--- src/sv/tbpr_pkg.sv ---
// Shared types, constants and a helper function of the tile background pixel renderer.
package tbpr_pkg;

    // Video memory: 8 KiB seen as two banks of 4 KiB, even bytes and odd bytes
    localparam int VRAM_AW    = 13;
    localparam int BANK_AW    = 12;
    localparam int BANK_DEPTH = 4096;
    localparam int CFG_IW     = 3;

    // Item codes
    localparam logic CMD_WRITE  = 1'b0;
    localparam logic CMD_RENDER = 1'b1;

    // Configuration register indexes
    localparam logic [CFG_IW-1:0] REG_LCD_CONTROL = 3'd0;
    localparam logic [CFG_IW-1:0] REG_SCROLL_Y    = 3'd1;
    localparam logic [CFG_IW-1:0] REG_SCROLL_X    = 3'd2;
    localparam logic [CFG_IW-1:0] REG_WINDOW_Y    = 3'd3;
    localparam logic [CFG_IW-1:0] REG_WINDOW_X    = 3'd4;
    localparam logic [CFG_IW-1:0] REG_BG_PALETTE  = 3'd5;

    // Reset values
    localparam logic [7:0] LCDC_RESET    = 8'd145;
    localparam logic [7:0] PALETTE_RESET = 8'd252;

    // Control byte bit positions
    localparam int LCDC_BG_MAP_HI  = 3;
    localparam int LCDC_TILES_UNS  = 4;
    localparam int LCDC_WIN_ON     = 5;
    localparam int LCDC_WIN_MAP_HI = 6;

    // Grey levels of the four shades
    localparam logic [7:0] GREY_0 = 8'hFF;
    localparam logic [7:0] GREY_1 = 8'hAA;
    localparam logic [7:0] GREY_2 = 8'h55;
    localparam logic [7:0] GREY_3 = 8'h00;

    // Signed tile numbers sit around the middle of the tile area
    localparam logic [8:0] SIGNED_TILE_BASE = 9'h080;

    typedef struct packed {
        logic [7:0] lcd_control;
        logic [7:0] scroll_y;
        logic [7:0] scroll_x;
        logic [7:0] window_y;
        logic [7:0] window_x;
        logic [7:0] bg_palette;
    } cfg_regs_t;

    // Map a 2-bit colour through the palette and return the grey level
    function automatic logic [7:0] grey_of(input logic [7:0] palette, input logic [1:0] colour);
        logic [1:0] shade;
        logic [7:0] grey;
        begin
            unique case (colour)
                2'd0: shade = palette[1:0];
                2'd1: shade = palette[3:2];
                2'd2: shade = palette[5:4];
                default: shade = palette[7:6];
            endcase
            unique case (shade)
                2'd0: grey = GREY_0;
                2'd1: grey = GREY_1;
                2'd2: grey = GREY_2;
                default: grey = GREY_3;
            endcase
            return grey;
        end
    endfunction

endpackage

--- src/sv/tbpr_cfg_regs.sv ---
// Configuration register file of the tile background pixel renderer.
module tbpr_cfg_regs
    import tbpr_pkg::*;
(
    input  logic              clk,
    input  logic              rst_n,
    input  logic              wr_en,
    input  logic [CFG_IW-1:0] wr_index,
    input  logic [7:0]        wr_data,
    output cfg_regs_t         cfg
);

    cfg_regs_t cfg_reg;
    cfg_regs_t cfg_next;

    always_comb
    begin
        cfg_next = cfg_reg;
        if (wr_en)
        begin
            unique case (wr_index)
                REG_LCD_CONTROL: cfg_next.lcd_control = wr_data;
                REG_SCROLL_Y:    cfg_next.scroll_y    = wr_data;
                REG_SCROLL_X:    cfg_next.scroll_x    = wr_data;
                REG_WINDOW_Y:    cfg_next.window_y    = wr_data;
                REG_WINDOW_X:    cfg_next.window_x    = wr_data;
                REG_BG_PALETTE:  cfg_next.bg_palette  = wr_data;
                default:         cfg_next = cfg_reg;  // drop writes beyond the list
            endcase
        end
    end

    always_ff @(posedge clk or negedge rst_n)
    begin
        if (!rst_n)
        begin
            cfg_reg.lcd_control <= LCDC_RESET;
            cfg_reg.scroll_y    <= '0;
            cfg_reg.scroll_x    <= '0;
            cfg_reg.window_y    <= '0;
            cfg_reg.window_x    <= '0;
            cfg_reg.bg_palette  <= PALETTE_RESET;
        end
        else
        begin
            cfg_reg <= cfg_next;
        end
    end

    assign cfg = cfg_reg;

endmodule

--- config.mk ---
export PLATFORM = sky130hd
export DESIGN_NAME = tbpr_cfg_regs
export DESIGN_NICKNAME = d
export VERILOG_FILES = /design/src/sv/tbpr_pkg.sv /design/src/sv/tbpr_cfg_regs.sv
export SDC_FILE = /design/constraint.sdc
export NUM_CORES = 1
export LEC_CHECK = 0
export BUFFER_PORTS_ARGS = -buffer_cell sky130_fd_sc_hd__buf_2
export CAP_MARGIN = 20
export CORE_MARGIN = 1
export CORE_UTILIZATION = 40
export CTS_CLUSTER_SIZE = 8
export DETAILED_ROUTE_END_ITERATION = 7
export PLACE_DENSITY_LB_ADDON = 0.1
export SYNTH_ARGS = -nofsm -noshare
export SYNTH_HDL_FRONTEND = slang
export SYNTH_SLANG_ARGS = --single-unit
--- constraint.sdc ---
create_clock -name clk -period 0.8 [get_ports clk]
set_input_delay 0.04 -clock clk [delete_from_list [all_inputs] [get_ports clk]]
set_output_delay 0.04 -clock clk [all_outputs]
set_load 0.005 [all_outputs]
==> impl_metrics.csv <==
group,metric,value,unit
placement,dp_hpwl,2920,µm
drt,viasPerCell,4.93,
die,std_cell_rows,24,
grt,first_global_vias,1267,
cells_and_area,syn2layout_area_growth,46.1,%
drt,first_pass_iters,4,
timing,rsz0062_at_grt,"true",
timing,hold_violations,0,
clocking,clk_pin_slew,0.09,ns
hold_path,hold_path.class,"input pin to flop",
die,initial_core_util,42.1,%
grt,grt_pass1_wl,6760,µm
drt,drc,0,
setup_path,crit_required,0.76,ns
cells_and_area,drive_gt1_share,77.8,%
timing,setup_slack,-0.174,ns
die,die_y,69.9,µm
timing,fin_crit_sh,122,%
drt,routed-via-count,1188,
die,core,4380,µm²
cells_and_area,diodes,0,
die,dieArea,4890,µm²
clocking,clock-sinks,48,
die,io_pins,62,
setup_path,worstSetupStartpointType,"flop",
setup_path,crit_type,"flop to output port",
cells_and_area,nNetsFinal,202,
setup_path,critPathSlowestCell,"dfstp_2",
setup_path,worstPathArrival,0.93,ns
yosys,syn_inst,106,
cells_and_area,fin_area,2700,µm²
yosys,syn_avg_cell_area,17.4,µm²
clocking,numCtsBuffers,5,
placement,dpl_cell_area,2470,µm²
yosys,synthesis.area,1840,µm²
setup_path,cpPeakStageDelay,0.55,ns
timing,finalMaxSlewViolations,0,
cells_and_area,largest_reg_flops,48,
grt,grt_max_degree,49,
clocking,cts_buffer_depth,2,
outcome,outcome,"complete, but fails checks",
setup_path,worstPathMaxFanout,2,
timing,max_freq,1030,MHz
placement,io_buffers,61,
placement,gp_congestion,0.726,
outcome,violations,"negative setup slack",
drt,routed_wl,4040,µm
clocking,htreeDepth,2,
setup_path,critPathCaptureType,"output port",
setup_path,cp_top_family,"flip-flops",
yosys,ys_seq_area_share,65.7,%
yosys,yosys_warnings,0,
die,die_w,69.9,µm
drt,wl_per_cell,16.8,µm
grt,antenna_found_initial,0,
timing,relSlewSlack,81.8,%
yosys,synth_seq_cells,48,
grt,grt.overflow.total,0,
cells_and_area,mostFrequentLayoutCell,"buf_2",
clocking,ctsRootBufferMaster,"clkbuf_8",
clocking,cts_tree,"built",
run,max-cap-violations,0,
timing,setup_viol,58,
clocking,clk_latency,0.29,ns
setup_path,path_buf_inv,1,
yosys,ys_types,8,
setup_path,path_cells,"buf_6",
timing,finalCriticalPeriod,0.974,ns
cells_and_area,final_cell_mix,"buf_2 (54), dfrtp_1 (39), mux2_4 (32)",
grt,grt_usage,17.9,%
drt,ant_nets,0,
timing,tightestPinTransition,0.272,ns
timing,fin_worst_skew,0,ns
drt,drt_iter0_markers,66,
placement,post-place-ws,-0.430,ns
power,finalPower,6.69,mW
power,ir_drop,1.55,mV
power,pwr_density_cell,2480,nW/µm²
power,p_leak,1.32,nW
yosys,syn-num-nets,120,
## stage by stage
| step | utilization (%) | hold WS [ns] | setup TNS, ns | instances |
|---|---|---|---|---|
| 6_report | 61.5 | 0.0527 | -3.41 | 241 |
| 5_1_grt | 61.5 | 0.0517 | -6.04 | 241 |
| 4_1_cts | 60.4 | 0.0382 | -4.05 | 241 |
| 3_5_place_dp | 56.3 | 0.0437 | -16.44 | 232 |
| 3_3_place_gp | 56.3 | 0.0371 | -15.25 | 232 |
| 2_1_floorplan | - | -0.256 | -9.77 | 106 |
## report_power, final
part	switching [mW]	internal [mW]
clock	0.793	0.925
combinational	0.544	1.10
sequential	0.292	3.03
## area by class of cell
type                            count  area (µm²)
Fill cell                         351        1690
Clock inverter                      3        42.5
Tap cell                           52        65.1
Timing Repair Buffer               79         529
Multi-Input combinational cell     54         777
Clock buffer                        5        68.8
Sequential cell                    48        1210
## routing by layer
layer  global-route usage [%]  share of wire [%]  routed length [µm]
met1                     26.4                 48                1950
met2                     26.5                 47                1880
met3                     4.04                4.7                 188
met4                     5.33               0.42                  17
met5                        0                  0                   0
## cells by family after synthesis
kind of cell | after synthesis | synth area share, %
multiplexers | 48 | 29.3
AND/OR/NAND/NOR | 6 | 3.87
buffers and inverters | 4 | 1.08
flip-flops | 48 | 65.7
## path summary, 6_finish.rpt
check                                         start                   to  slack (ns)  cells after the start
worst max-delay path            cfg[47]$_DFFE_PN1P_              cfg[47]       -0.17                      1
worst min-delay path                     wr_data[4]  cfg[36]$_DFFE_PN0P_        0.05                      2
worst max register to register  cfg[25]$_DFFE_PN0P_  cfg[25]$_DFFE_PN0P_        0.01                      1
worst min register to register  cfg[23]$_DFFE_PN0P_  cfg[23]$_DFFE_PN0P_        0.50                      1
max in group asynchronous                     rst_n   cfg[2]$_DFFE_PN1P_        0.27                      3
min in group asynchronous                     rst_n  cfg[37]$_DFFE_PN0P_        0.25                      3
## synth_stat cells, drive strengths merged
cell,instances,area [µm²]
dfstp,9,236
buf,3,15.0
mux2,48,541
nor4bb,3,30.0
clkbuf,1,5.00
nor4b,1,23.8
dfrtp,39,976
nand4b,2,17.5
## repair_timing
action | 4_1_cts | 5_1_grt
buffers inserted | 0 | 0
gates resized for setup | 16 | 10
setup endpoints to repair | 80 | 76
hold endpoints to repair | 48 | 0
pin swaps | 4 | 2
cloned | 0 | 0
hold buffers | 1 | 0
(Power assumes the default switching activity.)
